<file path="config.mk">
export PLATFORM = sky130hd
export DESIGN_NAME = pixel_run_length_decoder_flat
export DESIGN_NICKNAME = d
export VERILOG_FILES = /design/src/hdl/prld_pkg.sv /design/src/hdl/prld_req_if.sv /design/src/hdl/prld_rsp_if.sv /design/src/hdl/pixel_run_length_decoder.sv /design/src/flat_wrapper.sv
export VERILOG_INCLUDE_DIRS = /design/src /design/src/hdl
export SDC_FILE = /design/constraint.sdc
export NUM_CORES = 1
export LEC_CHECK = 0
export BUFFER_PORTS_ARGS = -buffer_cell sky130_fd_sc_hd__buf_4
export CAP_MARGIN = 20
export CORE_UTILIZATION = 52
export CTS_CLUSTER_SIZE = 12
export DETAILED_ROUTE_END_ITERATION = 10
export PLACE_DENSITY_LB_ADDON = 0.05
export SKIP_CTS_REPAIR_TIMING = 1
export SYNTH_ARGS = -nofsm -noshare
export SYNTH_HDL_FRONTEND = slang
export SYNTH_SLANG_ARGS = --single-unit
</file>
<file path="constraint.sdc">
create_clock -name clock -period 4.9 [get_ports clock]
set_input_delay 0.49 -clock clock [delete_from_list [all_inputs] [get_ports clock]]
set_output_delay 0.49 -clock clock [all_outputs]
set_load 0.02 [all_outputs]
</file>
<file path="src/hdl/assert_macros.svh">
// Assertion macros shared by the decoder RTL.
`ifndef ASSERT_MACROS_SVH
`define ASSERT_MACROS_SVH

// Checks a condition at every clock edge outside reset.
`define PRLD_ASSERT_ALWAYS(lbl, cond, msg) \
   lbl: assert property (@(posedge clock) disable iff (reset) (cond)) else $error(msg);

// Checks that an antecedent is followed by a consequent in the next cycle.
`define PRLD_ASSERT_NEXT(lbl, ante, cons, msg) \
   lbl: assert property (@(posedge clock) disable iff (reset) (ante) |=> (cons)) \
      else $error(msg);

`endif

</file>
<file path="src/hdl/prld_pkg.sv">
// Types and constants of the pixel run-length decoder.
package prld_pkg;

   typedef enum logic [1:0] {
      MODE_HEADER  = 2'd0,
      MODE_RUN     = 2'd1,
      MODE_LITERAL = 2'd2
   } decode_mode_type;

   typedef logic [2:0]  pixel_bytes_type;
   typedef logic [7:0]  stream_byte_type;
   typedef logic [31:0] pixel_type;
   typedef logic [7:0]  count_type;

   localparam int unsigned PIXEL_LANES = 4;
   localparam pixel_bytes_type PIXEL_BYTES_RESET = 3'd4;
   localparam count_type RUN_BIAS = 8'd3;
   localparam count_type LITERAL_BIAS = 8'd1;

endpackage

</file>
<file path="src/hdl/prld_req_if.sv">
// Channel that carries compressed stream bytes into the decoder.
interface prld_req_if;
   logic                      valid;
   logic                      ready;
   prld_pkg::stream_byte_type in_byte;
   logic                      last_in;

   modport source (output valid, output in_byte, output last_in, input ready);
   modport sink (input valid, input in_byte, input last_in, output ready);
endinterface

</file>
<file path="src/hdl/prld_rsp_if.sv">
// Channel that carries decoded pixels out of the decoder.
interface prld_rsp_if;
   logic                 valid;
   logic                 ready;
   prld_pkg::pixel_type  pixel;
   prld_pkg::count_type  repeat_count;
   logic                 stream_done;
   logic                 truncated;

   modport source (output valid, output pixel, output repeat_count, output stream_done,
                   output truncated, input ready);
   modport sink (input valid, input pixel, input repeat_count, input stream_done,
                 input truncated, output ready);
endinterface

</file>
<file path="src/hdl/pixel_run_length_decoder.sv">
// A result is registered and appears on the response channel in the cycle after its byte beat is accepted.
// Throughput: one byte per cycle; the input side is ready while the output register is
// empty or being taken, and only a stalled full output register holds back a new beat.
// Reset (synchronous, active high) returns the decoder to header expected, clears
// the pixel gather state, empties the output register, and sets pixel_bytes to 4.
`include "assert_macros.svh"

module pixel_run_length_decoder #(
   parameter int unsigned MAX_PIXEL_BYTES = 4
) (
   input  logic                      clock,
   input  logic                      reset,
   input  logic                      csr_we,
   input  prld_pkg::pixel_bytes_type csr_wdata,
   prld_req_if.sink                  req_chan,
   prld_rsp_if.source                rsp_chan
);
   import prld_pkg::*;

   localparam int unsigned IDX_W = (MAX_PIXEL_BYTES > 1) ? $clog2(MAX_PIXEL_BYTES) : 1;
   localparam int unsigned CNT_W = IDX_W + 1;

   pixel_bytes_type pixel_bytes_ff;
   decode_mode_type mode_ff, mode_in;
   logic [IDX_W-1:0] byte_index_ff, byte_index_in;
   pixel_type       accum_ff, accum_in;
   count_type       literal_left_ff, literal_left_in;
   count_type       run_length_ff, run_length_in;

   logic            rsp_valid_ff;
   pixel_type       pixel_ff, pixel_in;
   count_type       repeat_ff, repeat_in;
   logic            done_ff, done_in;
   logic            trunc_ff, trunc_in;
   logic            produce;

   logic            accept;
   logic [3:0]      width_full;
   logic [CNT_W-1:0] width_cnt;
   logic [CNT_W-1:0] byte_count;
   pixel_type       gathered;
   logic            pixel_complete;
   logic            block_end;

   assign req_chan.ready = !rsp_valid_ff || rsp_chan.ready;
   assign accept = req_chan.valid && req_chan.ready;

   always_comb begin
      if (pixel_bytes_ff == 3'd0) begin
         width_full = 4'd1;
      end else if (4'(pixel_bytes_ff) > 4'(MAX_PIXEL_BYTES)) begin
         width_full = 4'(MAX_PIXEL_BYTES);
      end else begin
         width_full = 4'(pixel_bytes_ff);
      end
   end

   assign width_cnt = width_full[CNT_W-1:0];
   assign byte_count = {1'b0, byte_index_ff} + CNT_W'(1);
   assign pixel_complete = byte_count >= width_cnt;

   always_comb begin
      gathered = accum_ff;
      for (int k = 0; k < PIXEL_LANES; k++) begin
         if (4'(byte_index_ff) == 4'(k)) begin
            gathered[8*k +: 8] = req_chan.in_byte;
         end
      end
   end

   always_comb begin
      mode_in = mode_ff;
      byte_index_in = byte_index_ff;
      accum_in = accum_ff;
      literal_left_in = literal_left_ff;
      run_length_in = run_length_ff;
      produce = 1'b0;
      pixel_in = '0;
      repeat_in = '0;
      done_in = req_chan.last_in;
      trunc_in = 1'b0;
      block_end = 1'b0;
      unique case (mode_ff)
         MODE_HEADER: begin
            if (req_chan.in_byte[7]) begin
               run_length_in = {1'b0, req_chan.in_byte[6:0]} + RUN_BIAS;
               mode_in = MODE_RUN;
            end else begin
               literal_left_in = req_chan.in_byte + LITERAL_BIAS;
               mode_in = MODE_LITERAL;
            end
            byte_index_in = '0;
            accum_in = '0;
            if (req_chan.last_in) begin
               produce = 1'b1;
               trunc_in = 1'b1;
            end
         end
         MODE_RUN, MODE_LITERAL: begin
            if (pixel_complete) begin
               produce = 1'b1;
               pixel_in = gathered;
               byte_index_in = '0;
               accum_in = '0;
               if (mode_ff == MODE_RUN) begin
                  repeat_in = run_length_ff;
                  block_end = 1'b1;
               end else begin
                  repeat_in = LITERAL_BIAS;
                  if (literal_left_ff != 8'd0) begin
                     literal_left_in = literal_left_ff - 8'd1;
                  end
                  block_end = literal_left_ff <= 8'd1;
               end
               trunc_in = req_chan.last_in && !block_end;
               if (block_end) begin
                  mode_in = MODE_HEADER;
                  literal_left_in = '0;
                  run_length_in = '0;
               end
            end else begin
               byte_index_in = byte_index_ff + IDX_W'(1);
               accum_in = gathered;
               if (req_chan.last_in) begin
                  produce = 1'b1;
                  trunc_in = 1'b1;
               end
            end
         end
         default: begin
            mode_in = MODE_HEADER;
         end
      endcase
      if (req_chan.last_in) begin
         mode_in = MODE_HEADER;
         byte_index_in = '0;
         accum_in = '0;
         literal_left_in = '0;
         run_length_in = '0;
      end
   end

   always_ff @(posedge clock) begin
      if (reset) begin
         pixel_bytes_ff <= PIXEL_BYTES_RESET;
      end else if (csr_we) begin
         pixel_bytes_ff <= csr_wdata;
      end
   end

   always_ff @(posedge clock) begin
      if (reset) begin
         mode_ff <= MODE_HEADER;
         byte_index_ff <= '0;
         accum_ff <= '0;
         literal_left_ff <= '0;
         run_length_ff <= '0;
      end else if (accept) begin
         mode_ff <= mode_in;
         byte_index_ff <= byte_index_in;
         accum_ff <= accum_in;
         literal_left_ff <= literal_left_in;
         run_length_ff <= run_length_in;
      end
   end

   always_ff @(posedge clock) begin
      if (reset) begin
         rsp_valid_ff <= 1'b0;
      end else if (accept) begin
         rsp_valid_ff <= produce;
      end else if (rsp_chan.ready) begin
         rsp_valid_ff <= 1'b0;
      end
   end

   always_ff @(posedge clock) begin
      if (accept && produce) begin
         pixel_ff <= pixel_in;
         repeat_ff <= repeat_in;
         done_ff <= done_in;
         trunc_ff <= trunc_in;
      end
   end

   assign rsp_chan.valid = rsp_valid_ff;
   assign rsp_chan.pixel = pixel_ff;
   assign rsp_chan.repeat_count = repeat_ff;
   assign rsp_chan.stream_done = done_ff;
   assign rsp_chan.truncated = trunc_ff;

   `PRLD_ASSERT_ALWAYS(a_trunc_done, !rsp_valid_ff || !trunc_ff || done_ff,
      "truncated result without stream end")
   `PRLD_ASSERT_ALWAYS(a_empty_result,
      !rsp_valid_ff || repeat_ff != 8'd0 || (trunc_ff && pixel_ff == '0),
      "empty result that is not a truncation")
   `PRLD_ASSERT_ALWAYS(a_header_index, mode_ff != MODE_HEADER || byte_index_ff == '0,
      "byte index nonzero while a header is expected")
   `PRLD_ASSERT_NEXT(a_last_clears, accept && req_chan.last_in,
      mode_ff == MODE_HEADER && accum_ff == '0 && rsp_valid_ff,
      "state not cleared after the final beat")

endmodule
</file>
<file path="src/flat_wrapper.sv">
// flat-port wrapper written by rule: the top's interface ports become plain ports
module pixel_run_length_decoder_flat import prld_pkg::*;
#(
   parameter int unsigned MAX_PIXEL_BYTES = 4
)
  (clock, reset, csr_we, csr_wdata, req_chan_valid, req_chan_in_byte, req_chan_last_in, req_chan_ready, rsp_chan_valid, rsp_chan_pixel, rsp_chan_repeat_count, rsp_chan_stream_done, rsp_chan_truncated, rsp_chan_ready);
  prld_req_if req_chan_i ();
  prld_rsp_if rsp_chan_i ();
  input  logic clock;
  input  logic reset;
  input  logic csr_we;
  input  prld_pkg::pixel_bytes_type csr_wdata;
  input wire logic [$bits(req_chan_i.valid)-1:0] req_chan_valid;
  input wire logic [$bits(req_chan_i.in_byte)-1:0] req_chan_in_byte;
  input wire logic [$bits(req_chan_i.last_in)-1:0] req_chan_last_in;
  output wire logic [$bits(req_chan_i.ready)-1:0] req_chan_ready;
  output wire logic [$bits(rsp_chan_i.valid)-1:0] rsp_chan_valid;
  output wire logic [$bits(rsp_chan_i.pixel)-1:0] rsp_chan_pixel;
  output wire logic [$bits(rsp_chan_i.repeat_count)-1:0] rsp_chan_repeat_count;
  output wire logic [$bits(rsp_chan_i.stream_done)-1:0] rsp_chan_stream_done;
  output wire logic [$bits(rsp_chan_i.truncated)-1:0] rsp_chan_truncated;
  input wire logic [$bits(rsp_chan_i.ready)-1:0] rsp_chan_ready;
  assign req_chan_i.valid = req_chan_valid;
  assign req_chan_i.in_byte = req_chan_in_byte;
  assign req_chan_i.last_in = req_chan_last_in;
  assign req_chan_ready = req_chan_i.ready;
  assign rsp_chan_valid = rsp_chan_i.valid;
  assign rsp_chan_pixel = rsp_chan_i.pixel;
  assign rsp_chan_repeat_count = rsp_chan_i.repeat_count;
  assign rsp_chan_stream_done = rsp_chan_i.stream_done;
  assign rsp_chan_truncated = rsp_chan_i.truncated;
  assign rsp_chan_i.ready = rsp_chan_ready;
  pixel_run_length_decoder #(.MAX_PIXEL_BYTES(MAX_PIXEL_BYTES)) u_core (.clock(clock), .reset(reset), .csr_we(csr_we), .csr_wdata(csr_wdata), .req_chan(req_chan_i), .rsp_chan(rsp_chan_i));
endmodule
</file>
Yosys cells after proc, flatten, opt, wreduce, memory -nomap -nowiden
Index checks and enable logic that the tools add are counted.
W data, S select, Z words.
{ "totals": {"ff_bits": 98, "output_inout_bits": 44, "wordCells": 90} }
{ "classes": {"addsub": 5, "order_cmp": 3, "n_eq_ne": 11, "n_mux": 40, "reduce_logical": 19} }
{ "op_table": {"columns": ["operator", "count"], "rows": [
  ["$mux W8", 14],
  ["$mux W32", 2],
  ["$pmux W32 S2", 1],
  ["$pmux W8 S2", 2],
  ["$mux W2", 6],
  ["$mux W1", 9],
  ["$add A7 B2 Y8 const B", 1],
  ["$add A8 B1 Y8 const B", 1],
  ["$le A8 B1 Y1 const B", 1],
  ["$pmux W2 S2", 2],
  ["$reduce_bool A8 Y1", 1],
  ["$sub A8 B1 Y8 const B", 1],
  ["$eq A2 B2 Y1 const B", 3],
  ["$mux W3", 2],
  ["$ne A3 B2 Y1 const B", 2],
  ["$ne A3 B3 Y1 const B", 2],
  ["$reduce_and A3 Y1", 2],
  ["$reduce_and A6 Y1", 1],
  ["$reduce_and A5 Y1", 1],
  ["$eq A2 B1 Y1 const B", 2],
  ["$logic_not A2 Y1", 2],
  ["$ne A4 B2 Y1 const B", 1],
  ["$ne A4 B4 Y1 const B", 1],
  ["$pmux W1 S2", 2],
  ["12 further kinds", 16]
]} }

Depth between registers and ports, before layout
Gate-level depths: netlist of run 1.
{ "depth": {"word_depth": 10, "ltp_mapped": 9, "mapped_depth_nobuf": 8} }

Worst setup path before layout of run 1
OpenSTA, ideal clock, no wires.
{ "synth_path": {"kind": "register -> register", "start": "register u_core.byte_index_ff[0]", "end": "register u_core.pixel_ff[0] (netlist: u_core.rsp_chan.pixel[0]), enable pin", "setup_ns": 0.508, "t_arrival_ns": 4.558, "required_ns": 4.392, "setup_slack_ns": -0.166, "stages_incl_launch_ff": 8, "path_buffers": 0, "cell_sequence": "dfxtp_1 inv_1 ha_1 ha_1 nand2_1 o21ai_0 o21ai_0 a211oi_1"} }
{ "synth_via": {"elab_chain_cells": 5} }
{ "synth_rtl": {"columns": ["item", "line", "source"], "rows": [
  ["start: declaration", "pixel_run_length_decoder.sv:25", "logic [IDX_W-1:0] byte_index_ff, byte_index_in;"],
  ["start signal: assignment", "pixel_run_length_decoder.sv:160", "byte_index_ff <= byte_index_in;"],
  ["$add A2 B1 Y3", "pixel_run_length_decoder.sv:59", "assign byte_count = {1'b0, byte_index_ff} + CNT_W'(1);"],
  ["$ge A3 B3 Y1", "pixel_run_length_decoder.sv:60", "assign pixel_complete = byte_count >= width_cnt;"],
  ["$mux W1", "pixel_run_length_decoder.sv:100", "if (pixel_complete) begin"],
  ["$pmux W1 S2", "pixel_run_length_decoder.sv:83", "unique case (mode_ff)"],
  ["$logic_and A1 B1 Y1", "pixel_run_length_decoder.sv:178", "if (accept && produce) begin"],
  ["end signal: assignment", "pixel_run_length_decoder.sv:179", "pixel_ff <= pixel_in;"],
  ["end: declaration", "pixel_run_length_decoder.sv:31", "pixel_type pixel_ff, pixel_in;"]
]} }
No other way between the ends.
A chain may end at the register's enable or synchronous reset.

Worst setup path after layout of run 1
{ "layout_path": {"start": "register u_core.byte_index_ff[0]", "end": "register u_core.literal_left_ff[6]"} }
{ "layout_via": {"elab_chain_cells": 4} }
{ "layout_rtl": {"columns": ["item", "line", "source"], "rows": [
  ["$add A2 B1 Y3", "pixel_run_length_decoder.sv:59", null],
  ["$ge A3 B3 Y1", "pixel_run_length_decoder.sv:60", null],
  ["$ne A3 B2 Y1 (no line)", null, null],
  ["$reduce_and A6 Y1 (no line)", null, null],
  ["end signal: assignment", "pixel_run_length_decoder.sv:162", "literal_left_ff <= literal_left_in;"],
  ["end: declaration", "pixel_run_length_decoder.sv:27", "count_type literal_left_ff, literal_left_in;"]
]} }
No other way between the ends.

==> results of run 1 <==
[registers in the layout (all words and copies together) (netlist names)]
register / count
u_core.rsp_chan.valid: 1
u_core.accum_ff: 32
u_core.pixel_bytes_ff: 3
u_core.mode_ff: 2
u_core.rsp_chan.stream_done: 1
u_core.byte_index_ff: 2
u_core.run_length_ff: 8
u_core.literal_left_ff: 8
u_core.rsp_chan.repeat_count: 8
u_core.rsp_chan.truncated: 1
u_core.rsp_chan.pixel: 32
[routing by layer]
layer	part of all wire	wire length [microns]
met5	0	0
met4	0.019	194
met3	0.054	555
met2	0.46	4780
met1	0.46	4770
[cells by family (layout without fill, tap and decap cells)]
group | count (synthesis) | in the layout | synth area share
AOI/OAI and AO/OA | 93 | 93 | 0.143
xor gates and xnor gates | 15 | 15 | 0.0287
adders and majority gates | 14 | 14 | 0.0382
buffers and inverters | 46 | 97 | 0.0379
DFF | 98 | 98 | 0.520
muxes | 36 | 36 | 0.0786
and+or+nand+nor | 152 | 152 | 0.154
[worst paths after layout]
kind / end / slack [ns] / cells past startpoint
setup / recovery: u_core.literal_left_ff[6] / 1.71 / 7
hold / removal: u_core.pixel_bytes_ff[2] / 0.36 / 3
setup reg to reg: u_core.literal_left_ff[6] / 1.71 / 7
hold reg to reg: u_core.run_length_ff[2] / 0.46 / 2
[final cells by class]
| type | count | area share |
|---|---|---|
| well taps | 105 | 0.0247 |
| repair buffers | 63 | 0.0914 |
| inverters | 18 | 0.0127 |
| multi-input cells | 310 | 0.384 |
| clock buffers | 10 | 0.0240 |
| flip-flops and latches | 98 | 0.448 |
| clock inverters | 6 | 0.0148 |
[layout by cell type, fill, tap and decap left out, types with 3 or more instances in the layout]
cell type | netlist | layout
sky130_fd_sc_hd__and3_1 | 8 | 8
sky130_fd_sc_hd__o21ai_0 | 15 | 15
sky130_fd_sc_hd__xor2_1 | 6 | 6
sky130_fd_sc_hd__nor2_1 | 78 | 78
sky130_fd_sc_hd__o21ai_1 | 4 | 4
sky130_fd_sc_hd__o211ai_1 | 5 | 5
sky130_fd_sc_hd__ha_1 | 14 | 14
sky130_fd_sc_hd__buf_4 | 0 | 62
sky130_fd_sc_hd__nor3b_1 | 4 | 4
sky130_fd_sc_hd__or4_1 | 3 | 3
sky130_fd_sc_hd__edfxtp_1 | 42 | 42
sky130_fd_sc_hd__nand2_1 | 20 | 20
sky130_fd_sc_hd__nand2b_1 | 4 | 4
sky130_fd_sc_hd__a22oi_1 | 33 | 33
sky130_fd_sc_hd__dfxtp_1 | 56 | 56
sky130_fd_sc_hd__clkbuf_8 | 0 | 9
sky130_fd_sc_hd__nand3_1 | 6 | 6
sky130_fd_sc_hd__a32o_1 | 4 | 4
sky130_fd_sc_hd__inv_1 | 18 | 18
sky130_fd_sc_hd__a21oi_1 | 14 | 14
sky130_fd_sc_hd__nor3_1 | 10 | 10
sky130_fd_sc_hd__mux2i_1 | 36 | 36
sky130_fd_sc_hd__or3_1 | 3 | 3
sky130_fd_sc_hd__nand4_1 | 4 | 4
sky130_fd_sc_hd__xnor2_1 | 9 | 9
sky130_fd_sc_hd__nor2b_1 | 5 | 5
[stage by stage]
step / power, mW / setup slack, ns / utilization
final: 1.68 / 1.71 / 0.634
after global placement: 1.16 / 1.91 / 0.609
after floorplan: 1.08 / 1.19 / -
after global routing: 1.75 / 1.39 / 0.634
after detailed placement: 1.17 / 1.77 / 0.609
after CTS: 1.69 / 1.73 / 0.634
[power groups by stage]
| stage | Combinational, mW | Sequential (mW) | Clock [mW] |
|---|---|---|---|
| CTS | 0.255 | 0.897 | 0.540 |
| global route | 0.280 | 0.901 | 0.566 |
| floorplan | 0.138 | 0.942 | 0 |
| global placement | 0.250 | 0.915 | 0 |
| detailed placement | 0.254 | 0.916 | 0 |
| finish | 0.255 | 0.897 | 0.530 |
[worst min-delay path, cell delays in order]
cell and delay, ns:
sky130_fd_sc_hd__buf_4 0.08, sky130_fd_sc_hd__nand2_1 0.05, sky130_fd_sc_hd__o211ai_1 0.07
==> results.rst, run 1 <==
.. list-table::
   :header-rows: 1

   * - Metric
     - Value
   * - Number of hold violations in the final report
     - 0
   * - Netlist cell types
     - 47
   * - Fmax
     - around 310 MHz
   * - Global-route met3 utilization
     - 0.0521
   * - Total number of yosys warnings
     - 0
   * - Clk pin slew, worst setup/hold paths
     - around 0.09 ns
   * - Routing layer with the top usage in global route
     - met2
   * - Hold path start
     - csr_wdata[2]
   * - Count of buffers inserted at the top-level ports
     - 60
   * - Antenna violations before repair
     - 0
   * - # setup viols final
     - 0
   * - Cell area after technology mapping
     - ~4600 sq um
   * - Kind of launch point of the worst setup path
     - register
   * - Most prevalent standard cell on the critical path
     - sky130_fd_sc_hd__ha_1
   * - Cell with the most instances after synthesis
     - sky130_fd_sc_hd__nor2_1
   * - Clock Skews
     - roughly 0.013 ns
   * - Clock tree from TritonCTS
     - done
   * - Launch instance of the worst register-to-register path
     - u_core.byte_index_ff[0]
   * - Clock buffers created by TritonCTS
     - 9
   * - Count of state elements after synthesis
     - 98
   * - CTS H-tree depth
     - 3
   * - Largest cells by area after synthesis
     - sky130_fd_sc_hd__edfxtp_1 28%, sky130_fd_sc_hd__dfxtp_1 24%, sky130_fd_sc_hd__mux2i_1 7.9%
   * - Core Area
     - 8380 sq um
   * - Synthesized area per cell
     - 10.1 sq um
   * - Final instance area
     - around 5300 sq um
   * - Power density relative to cell area
     - 317 nW/um^2
   * - Average detailed-routed wire length per instance
     - 16.9 microns
   * - Crit path buffers/inverters
     - 0
   * - Pin count of the biggest net entering global routing
     - 51
   * - Ordered list of cells on the worst path
     - ha_1, ha_1, a21oi_1, o211ai_1, a31oi_1, nor3_1, a32o_1
   * - Detailed-route vias per instance
     - around 5.9
   * - Area of the multi-input gates
     - 2040 sq um
   * - Post-DP HPWL
     - 6700 microns
   * - Reg power frac
     - 0.533
   * - GPL Wtd Cong
     - 0.877
   * - Fraction of layout cells with a size suffix above 1
     - 0.170
   * - WP data arrival
     - 3.45 ns
   * - Site row count
     - 33
   * - ANT nets after route
     - 0
   * - Power share of the clock group
     - 0.315
   * - Cell type with the highest aggregate area in the netlist
     - sky130_fd_sc_hd__edfxtp_1
   * - Static leakage power
     - 1.95 nW
   * - Width of the chip
     - between 90 and 100 microns
   * - Met1 Usage GRT
     - 0.330
   * - Final number of max-transition violations
     - 0
   * - Die ar.
     - 9200 sq um
   * - Synthesis-to-layout area growth
     - 15.9%
   * - Largest delay share family, worst path
     - compound AO/OA/AOI/OAI gates
   * - Aggregate global routing overflow
     - 0
   * - Run status
     - finished clean
   * - Unrepaired setup endpoints after global routing
     - no
   * - Worst-case vdd ir drop
     - 0.203 mV
   * - Kind of critical path
     - register to register
   * - Detailed-route wire length
     - 10300 microns
   * - Longest Clk Path Bufs
     - 2
   * - Maximum fanout along the worst path
     - 11
   * - Number of maximum-capacitance constraint violations
     - 0
   * - Number of clock sinks
     - 98
   * - Total nets after synthesis
     - 485
   * - Root buffer selected by CTS
     - sky130_fd_sc_hd__clkbuf_8
   * - Maximum single-stage delay on the critical path
     - 0.80 ns
   * - Via count of the first global-routing pass
     - 3240
   * - Required time at the endpoint of the critical path
     - 5.16 ns
   * - Area taken by flip-flops and latches
     - around 2400 sq um
   * - GRT Resource Usage Total
     - 0.241
   * - Global routing met2 resource utilization
     - 0.373
   * - Power spent charging and discharging nets
     - 466 uW
   * - N_diodes
     - 0
   * - Initial Utilization
     - 0.547
   * - Type of the most critical hold path
     - input pin to register
   * - Boundary Pins
     - 61
   * - Combinational Power Share
     - 0.152
   * - Share of the yosys chip area belonging to registers
     - 0.520
   * - Slowest cell on the critical path
     - sky130_fd_sc_hd__a31oi_1
   * - Clock period minus final worst setup slack
     - about 3.2 ns
   * - Starting DRT DRC Count
     - between 200 and 250
   * - Final cycle utilization of the critical path
     - 0.651
   * - Aggregate negative setup slack
     - 0 ns
   * - Floorplan die height
     - 95.9 microns
   * - Net count, final
     - 531
   * - Clock latency of the later-clocked register in the worst-skew pair
     - ~0.36 ns
   * - Cell internal power dissipation
     - ~1.2 mW
   * - Cell area reported after detailed placement
     - 5110 sq um
   * - Most frequent cells after synthesis
     - 78 x sky130_fd_sc_hd__nor2_1, 56 x sky130_fd_sc_hd__dfxtp_1, 42 x sky130_fd_sc_hd__edfxtp_1
   * - Slew headroom
     - 0.391
   * - Crit path from
     - u_core.byte_index_ff[0]
   * - Minimum hold slack
     - 0.357 ns
   * - Wire length of the first global-routing pass
     - 16600 microns
   * - Filler-free cell count of the finished design
     - 610
   * - Pre-antenna DRT Iters
     - 5
   * - DR DRC count
     - 0
   * - Top cell type's share of synthesized area
     - 0.275
   * - Number of fillers in the final layout
     - 685
   * - EDFF count, synth
     - 42
   * - Tightest Pin Transition
     - roughly 0.91 ns
   * - Via total after detailed routing
     - 3577
   * - Switching power as a share of total power
     - 0.277
   * - Top flip-flop cell by instance count after synthesis
     - sky130_fd_sc_hd__dfxtp_1
   * - Post-Syn Instances
     - 454
   * - Share of flip-flops with an asynchronous set or reset after synthesis
     - 0
   * - Kind of capture point of the worst setup path
     - register
   * - Cell Count Post-Placement
     - 594
Note: power is estimated with default switching activity, not from simulation.
==> run 2: changes to the inputs <==
--- a/config.mk
+++ b/config.mk
@@ -8,7 +8,7 @@
 export LEC_CHECK = 0
 export BUFFER_PORTS_ARGS = -buffer_cell sky130_fd_sc_hd__buf_4
 export CAP_MARGIN = 20
-export CORE_UTILIZATION = 52
+export CORE_UTILIZATION = 57
 export CTS_CLUSTER_SIZE = 12
 export DETAILED_ROUTE_END_ITERATION = 10
 export PLACE_DENSITY_LB_ADDON = 0.05
==> constraint.sdc (replaced) <==
create_clock -name clock -period 3.2 [get_ports clock]
set_input_delay 0.32 -clock clock [delete_from_list [all_inputs] [get_ports clock]]
set_output_delay 0.32 -clock clock [all_outputs]
set_load 0.02 [all_outputs]
==> run 2 against run 1 <==
Effect of this change: clock skew up 0.0012 ns; total power up 55%; hold slack worse by 0.18 ns; largest cell class unchanged; highest routed layer unchanged; count of clock-buffer cells in the layout down 1; via count up 0.34%; critical path depth up 2; fmax up 20%; die area down 8.6%.
==> results.rst, run 2 (synthesis gave the netlist of run 1 again) <==
.. list-table::
   :header-rows: 1

   * - Metric
     - Value
   * - Required time at the endpoint of the critical path
     - 3.24 ns (was 5.16 ns)
   * - Final instance area
     - 5370 sq um (was 5310 sq um)
   * - Boundary Pins
     - 61 (unchanged)
   * - GRT Resource Usage Total
     - 0.259 (was 0.241)
   * - Clock latency of the later-clocked register in the worst-skew pair
     - 0.37 ns (was 0.36 ns)
   * - Width of the chip
     - 91.7 microns (was 95.9 microns)
   * - Clock buffers created by TritonCTS
     - 9 (unchanged)
   * - Maximum single-stage delay on the critical path
     - 0.45 ns (was 0.80 ns)
   * - Fraction of layout cells with a size suffix above 1
     - 0.187 (was 0.170)
   * - Root buffer selected by CTS
     - sky130_fd_sc_hd__clkbuf_8 (unchanged)
   * - Number of clock sinks
     - 98 (unchanged)
   * - ANT nets after route
     - 0 (unchanged)
   * - Pre-antenna DRT Iters
     - 5 (unchanged)
   * - Area taken by flip-flops and latches
     - 2380 sq um (unchanged)
   * - Detailed-route vias per instance
     - 5.83 (was 5.86)
   * - Wire length of the first global-routing pass
     - 16900 microns (was 16600 microns)
   * - Site row count
     - 32 (was 33)
   * - Final cycle utilization of the critical path
     - 0.833 (was 0.651)
   * - Unrepaired setup endpoints after global routing
     - no (unchanged)
   * - Worst-case vdd ir drop
     - 0.315 mV (was 0.203 mV)
   * - Crit path from
     - u_core.byte_index_ff[0] (unchanged)
   * - Starting DRT DRC Count
     - 210 (was 212)
   * - Fmax
     - 375 MHz (was 313 MHz)
   * - Post-DP HPWL
     - 6830 microns (was 6700 microns)
   * - Destination of the critical timing path
     - u_core.rsp_chan.pixel[29] (was u_core.literal_left_ff[6])
   * - Initial Utilization
     - 0.590 (was 0.547)
   * - Die ar.
     - 8410 sq um (was 9200 sq um)
   * - Clk pin slew, worst setup/hold paths
     - 0.10 ns (was 0.09 ns)
   * - Final number of max-transition violations
     - 0 (unchanged)
   * - Slew headroom
     - 0.600 (was 0.391)
   * - Longest Clk Path Bufs
     - 2 (unchanged)
   * - Utilization after layout
     - 0.691 (was 0.634)
   * - Top library cells by usage in the layout, fill and taps aside
     - 78 x sky130_fd_sc_hd__nor2_1, 72 x sky130_fd_sc_hd__buf_4, 56 x sky130_fd_sc_hd__dfxtp_1 (was 78 x sky130_fd_sc_hd__nor2_1, 62 x sky130_fd_sc_hd__buf_4, 56 x sky130_fd_sc_hd__dfxtp_1)
   * - Clock Skews
     - 0.0145 ns (was 0.0133 ns)
   * - Launch instance of the worst register-to-register path
     - u_core.byte_index_ff[0] (unchanged)
   * - Via count of the first global-routing pass
     - 3363 (was 3240)
   * - Kind of capture point of the worst setup path
     - register (unchanged)
   * - Via total after detailed routing
     - 3589 (was 3577)
   * - Aggregate negative setup slack
     - 0 ns (unchanged)
   * - Capturing point of the worst reg2reg path
     - u_core.rsp_chan.pixel[29] (was u_core.literal_left_ff[6])
   * - Number of hold violations in the final report
     - 0 (unchanged)
   * - Ordered list of cells on the worst path
     - inv_1, ha_1, ha_1, nand2_1, o21ai_0, buf_4, o21ai_0, a211oi_4, buf_4 (was ha_1, ha_1, a21oi_1, o211ai_1, a31oi_1, nor3_1, a32o_1)
   * - Aggregate global routing overflow
     - 0 (unchanged)
   * - Reg2reg path depth
     - 9 (was 7)
   * - Number of maximum-capacitance constraint violations
     - 0 (unchanged)
   * - Type of the most critical hold path
     - input pin to register (unchanged)
   * - Number of fillers in the final layout
     - 643 (was 685)
   * - DR DRC count
     - 0 (unchanged)
   * - Total power
     - 2.61 mW (was 1.68 mW)
   * - Power density relative to cell area
     - 486 nW/um^2 (was 317 nW/um^2)
   * - Core Area
     - 7770 sq um (was 8380 sq um)
   * - Detailed-route wire length
     - 10300 microns (about the same)
   * - Flop-to-flop setup slack
     - 0.54 ns (was 1.71 ns)
   * - # setup viols final
     - 0 (unchanged)
   * - Area of the multi-input gates
     - 2040 sq um (unchanged)
   * - Synthesis-to-layout area growth
     - 17.1% (was 15.9%)
   * - Antenna violations before repair
     - 0 (unchanged)
   * - Minimum hold slack
     - 0.175 ns (was 0.357 ns)
   * - Count of buffers inserted at the top-level ports
     - 60 (unchanged)
   * - N_diodes
     - 0 (unchanged)
   * - Slowest cell on the critical path
     - sky130_fd_sc_hd__dfxtp_1 (was sky130_fd_sc_hd__a31oi_1)
   * - Kind of critical path
     - register to register (unchanged)
   * - Clock period minus final worst setup slack
     - 2.66 ns (was 3.19 ns)
   * - Kind of launch point of the worst setup path
     - register (unchanged)
   * - WP data arrival
     - 2.71 ns (was 3.45 ns)
   * - CTS H-tree depth
     - 3 (unchanged)
   * - Clock tree from TritonCTS
     - done (unchanged)
   * - Pin count of the biggest net entering global routing
     - 51 (unchanged)
   * - GPL Wtd Cong
     - 0.824 (was 0.877)
   * - Cell area reported after detailed placement
     - 5160 sq um (was 5110 sq um)
   * - Tightest Pin Transition
     - 0.595 ns (was 0.910 ns)
   * - Net count, final
     - 540 (was 531)
   * - Run status
     - finished clean (unchanged)
   * - Average detailed-routed wire length per instance
     - 16.8 microns (was 16.9 microns)
   * - Maximum fanout along the worst path
     - 26 (was 11)
   * - Static leakage power
     - 2.01 nW (was 1.95 nW)
   * - Commonest non-fill, non-tap cell in the layout
     - sky130_fd_sc_hd__nor2_1 (unchanged)
   * - Floorplan die height
     - 91.7 microns (was 95.9 microns)
-- run 2: cell types whose count changed in the layout (fill, tap and decap cells not counted), sizes merged --
cell      previous run  this run
clkinvlp             2         0
buf                 63        72
inv                 18        21
clkbuf              10         9
-- run 2: stage by stage --
| step | setup WS, ns | std cells |
|---|---|---|
| final | 0.536 | 616 |
| after global placement | 0.652 | 600 |
| after global routing | 0.298 | 616 |
| after CTS | 0.559 | 616 |
| after floorplan | 0.0511 | 454 |
| after detailed placement | 0.577 | 600 |
-- run 2: layout make-up --
class,count,share of cell area
multi-input combinational,310,0.380
inverter,18,0.0126
sequential,98,0.444
tap,102,0.0238
clock inverter,7,0.0161
timing repair buffer,72,0.101
clock buffer,9,0.0231
-- run 2: worst min path at each step --
| stage | slack [ns] | cells past startpoint | end | start |
|---|---|---|---|---|
| global placement | 0.45 | 2 | u_core.run_length_ff[7] | u_core.run_length_ff[7] |
| floorplan | 0.42 | 0 | u_core.rsp_chan.stream_done | req_chan_last_in |
| finish | 0.18 | 3 | u_core.pixel_bytes_ff[2] | csr_wdata[2] |
| detailed placement | 0.45 | 2 | u_core.run_length_ff[7] | u_core.run_length_ff[7] |
| global route | 0.21 | 3 | u_core.pixel_bytes_ff[0] | csr_wdata[0] |
| CTS | 0.17 | 3 | u_core.pixel_bytes_ff[2] | csr_wdata[2] |
-- run 2: where the power goes --
part | internal (mW) | switching (mW) | leakage [nW]
registers | 1.35 | 0.0232 | 0.848
logic | 0.147 | 0.251 | 1.05
clock network | 0.376 | 0.461 | 0.107
total | 1.87 | 0.735 | 2.01
-- run 2: worst max-delay path: cells and delay by family, from the launching register on --
kind / cells / cell delay [ns]
flops: 1 / 0.45
fa+ha+maj: 2 / 0.60
simple gates: 1 / 0.07
buf+inv: 3 / 0.65
compound gates: 3 / 0.55
-- run 2: layer usage --
layer | vias up | GRT usage | part of all wire
met2 | 124 | 0.419 | 0.47
met1 | 1710 | 0.352 | 0.45
li1 | 1739 | - | -
met4 | 0 | 0.108 | 0.022
met5 | - | 0 | 0
met3 | 16 | 0.0373 | 0.053
==> run 3: changes to the inputs <==
--- a/config.mk
+++ b/config.mk
@@ -8,7 +8,7 @@
 export LEC_CHECK = 0
 export BUFFER_PORTS_ARGS = -buffer_cell sky130_fd_sc_hd__buf_4
 export CAP_MARGIN = 20
-export CORE_UTILIZATION = 57
+export CORE_UTILIZATION = 52
 export CTS_CLUSTER_SIZE = 12
 export DETAILED_ROUTE_END_ITERATION = 10
 export PLACE_DENSITY_LB_ADDON = 0.05
==> constraint.sdc (replaced) <==
create_clock -name clock -period 2.2 [get_ports clock]
set_input_delay 0.22 -clock clock [delete_from_list [all_inputs] [get_ports clock]]
set_output_delay 0.22 -clock clock [all_outputs]
set_load 0.02 [all_outputs]
==> run 3 against run 2 <==
Effect of this change: the flow now finishes with violations (negative setup slack); non-clock buffer count rose by 20; cell count rose by 3.7%; setup slack got worse by 0.59 ns; count of clock-buffer cells in the layout rose by 1; via count rose by 3.1%; die area rose by 9.4%; clock skew fell by 0.0047 ns; sequential share of layout area fell by 3.0 points; sequential power rose by 46%; critical endpoint is now u_core.run_length_ff[1]; critical path depth did not move; fmax rose by 18%.
==> results.rst, run 3 (synthesis gave the netlist of run 1 again) <==
.. list-table::
   :header-rows: 1

   * - Metric
     - Value
   * - N_diodes
     - 0 (unchanged)
   * - DR DRC count
     - 0 (unchanged)
   * - Initial Utilization
     - 0.547 (was 0.590)
   * - Starting DRT DRC Count
     - 180 (was 210)
   * - Maximum single-stage delay on the critical path
     - 0.50 ns (was 0.45 ns)
   * - Wire length of the first global-routing pass
     - 17200 microns (was 16900 microns)
   * - Number of clock sinks
     - 98 (unchanged)
   * - Pin count of the biggest net entering global routing
     - 37 (was 51)
   * - Longest Clk Path Bufs
     - 2 (unchanged)
   * - Number of maximum-capacitance constraint violations
     - 0 (unchanged)
   * - Power density relative to cell area
     - 680 nW/um^2 (was 486 nW/um^2)
   * - Clock buffers created by TritonCTS
     - 9 (unchanged)
   * - Aggregate global routing overflow
     - 0 (unchanged)
   * - Boundary Pins
     - 61 (unchanged)
   * - Worst-case vdd ir drop
     - 0.366 mV (was 0.315 mV)
   * - Synthesis-to-layout area growth
     - 25.9% (was 17.1%)
   * - Final worst slack
     - -0.0512 ns (was 0.536 ns)
   * - Maximum fanout along the worst path
     - 5 (was 26)
   * - Width of the chip
     - 95.9 microns (was 91.7 microns)
   * - Kind of critical path
     - register to register (unchanged)
   * - GPL Wtd Cong
     - 0.848 (was 0.824)
   * - Root buffer selected by CTS
     - sky130_fd_sc_hd__clkbuf_8 (unchanged)
   * - Top library cells by usage in the layout, fill and taps aside
     - 87 x sky130_fd_sc_hd__buf_4, 78 x sky130_fd_sc_hd__nor2_1, 53 x sky130_fd_sc_hd__dfxtp_1 (was 78 x sky130_fd_sc_hd__nor2_1, 72 x sky130_fd_sc_hd__buf_4, 56 x sky130_fd_sc_hd__dfxtp_1)
   * - Slew headroom
     - 0.593 (was 0.600)
   * - Clock period minus final worst setup slack
     - 2.25 ns (was 2.66 ns)
   * - Fraction of layout cells with a size suffix above 1
     - 0.268 (was 0.187)
   * - Number of hold violations in the final report
     - 0 (unchanged)
   * - Final instance area
     - 5770 sq um (was 5370 sq um)
   * - CTS H-tree depth
     - 3 (unchanged)
   * - Average detailed-routed wire length per instance
     - 17.3 microns (was 16.8 microns)
   * - Clock latency of the later-clocked register in the worst-skew pair
     - 0.37 ns (about the same)
   * - Fmax
     - 444 MHz (was 375 MHz)
   * - Core Area
     - 8380 sq um (was 7770 sq um)
   * - Failing checks
     - negative setup slack
   * - Floorplan die height
     - 95.9 microns (was 91.7 microns)
   * - Aggregate negative setup slack
     - -0.112 ns (was 0 ns)
   * - Post-DP HPWL
     - 7210 microns (was 6830 microns)
   * - Cell area reported after detailed placement
     - 5390 sq um (was 5160 sq um)
   * - Required time at the endpoint of the critical path
     - 2.50 ns (was 3.24 ns)
   * - Unrepaired setup endpoints after global routing
     - yes (was no)
   * - GRT Resource Usage Total
     - 0.251 (was 0.259)
   * - Final number of max-transition violations
     - 0 (unchanged)
   * - Tightest Pin Transition
     - 0.610 ns (was 0.595 ns)
   * - Commonest non-fill, non-tap cell in the layout
     - sky130_fd_sc_hd__buf_4 (was sky130_fd_sc_hd__nor2_1)
   * - Detailed-route wire length
     - 11000 microns (was 10300 microns)
   * - Antenna violations before repair
     - 0 (unchanged)
   * - Kind of capture point of the worst setup path
     - register (unchanged)
   * - Type of the most critical hold path
     - input pin to register (unchanged)
   * - Via total after detailed routing
     - 3699 (was 3589)
   * - Clock tree from TritonCTS
     - done (unchanged)
   * - Die ar.
     - 9200 sq um (was 8410 sq um)
   * - Slowest cell on the critical path
     - sky130_fd_sc_hd__or4_1 (was sky130_fd_sc_hd__dfxtp_1)
   * - # setup viols final
     - 6 (was 0)
   * - Site row count
     - 33 (was 32)
   * - Most prevalent standard cell on the critical path
     - sky130_fd_sc_hd__ha_4
   * - Run status
     - finished, violations left (was finished clean)
   * - Count of buffers inserted at the top-level ports
     - 60 (unchanged)
   * - Static leakage power
     - 2.16 nW (was 2.01 nW)
   * - Final cycle utilization of the critical path
     - 1.02 (was 0.833)
   * - Clock Skews
     - 0.00980 ns (was 0.0145 ns)
   * - Pre-antenna DRT Iters
     - 5 (unchanged)
   * - Net count, final
     - 560 (was 540)
   * - ANT nets after route
     - 0 (unchanged)
   * - WP data arrival
     - 2.55 ns (was 2.71 ns)
   * - Ordered list of cells on the worst path
     - inv_2, ha_4, ha_4, nand2_4, o211ai_1, buf_4, a31oi_4, or4_1, a21oi_2 (was inv_1, ha_1, ha_1, nand2_1, o21ai_0, buf_4, o21ai_0, a211oi_4, buf_4)
   * - Via count of the first global-routing pass
     - 3409 (was 3363)
   * - Clk pin slew, worst setup/hold paths
     - 0.10 ns (about the same)
   * - Detailed-route vias per instance
     - 5.79 (was 5.83)
   * - Crit path buffers/inverters
     - 2 (was 3)
   * - Kind of launch point of the worst setup path
     - register (unchanged)
   * - Largest delay share family, worst path
     - simple AND/OR/NAND/NOR gates (was buffers and inverters)
## run 3: cell count changes in the layout (fill, tap and decap cells not counted), sizes merged
cell | previous run | this run
buf | 72 | 91
inv | 21 | 20
clkbuf | 9 | 10
clkdlybuf4s15 | 0 | 1
## run 3: where the power goes
part | internal (mW) | total (mW) | switching, mW
Sequential | 1.96 | 2.00 | 0.0323
Clock | 0.582 | 1.26 | 0.680
Combinational | 0.266 | 0.668 | 0.402
## run 3: worst register-to-register path: cells and delay by family, from the launching register on
family,cells,cell delay (ns)
adder cells (fa/ha/maj),2,0.52
AO/OA/AOI/OAI,3,0.48
buffers and inverters,2,0.27
flip-flops,1,0.37
AND/OR/NAND/NOR,2,0.56
## run 3: routing by layer
metal,wire length [microns],part of all wire,track usage
met5,0,0,0
met4,155,0.014,0.0846
met3,511,0.046,0.0340
met2,4970,0.45,0.393
met1,5410,0.49,0.359
## run 3: final timing paths
kind | startpoint | to | slack (ns) | depth (start not counted)
setup / recovery | u_core.byte_index_ff[1] | u_core.run_length_ff[1] | -0.05 | 9
setup reg to reg | u_core.byte_index_ff[1] | u_core.run_length_ff[1] | -0.05 | 9
hold reg to reg | u_core.run_length_ff[4] | u_core.run_length_ff[4] | 0.47 | 2
hold / removal | csr_wdata[2] | u_core.pixel_bytes_ff[2] | 0.07 | 3
## run 3: layout make-up
type | count | area, sq um
clock buffer | 10 | 138
clock inverter | 6 | 83.8
fill | 674 | 2610
inverter | 18 | 67.6
multi-input combinational | 310 | 2230
sequential | 98 | 2390
tap | 105 | 131
timing repair buffer | 92 | 727
## run 3: through the flow
stage	instances	utilization	worst slack, ns	hold slack [ns]	total power, mW
3_3_place_gp	616	0.643	0.0282	0.443	2.65
3_5_place_dp	616	0.643	-0.0679	0.450	2.66
5_1_grt	639	0.688	-0.129	0.0883	4.07
4_1_cts	632	0.670	-0.0948	0.0703	3.90
2_1_floorplan	454	-	-0.619	0.319	2.42
6_report	639	0.688	-0.0512	0.0693	3.93
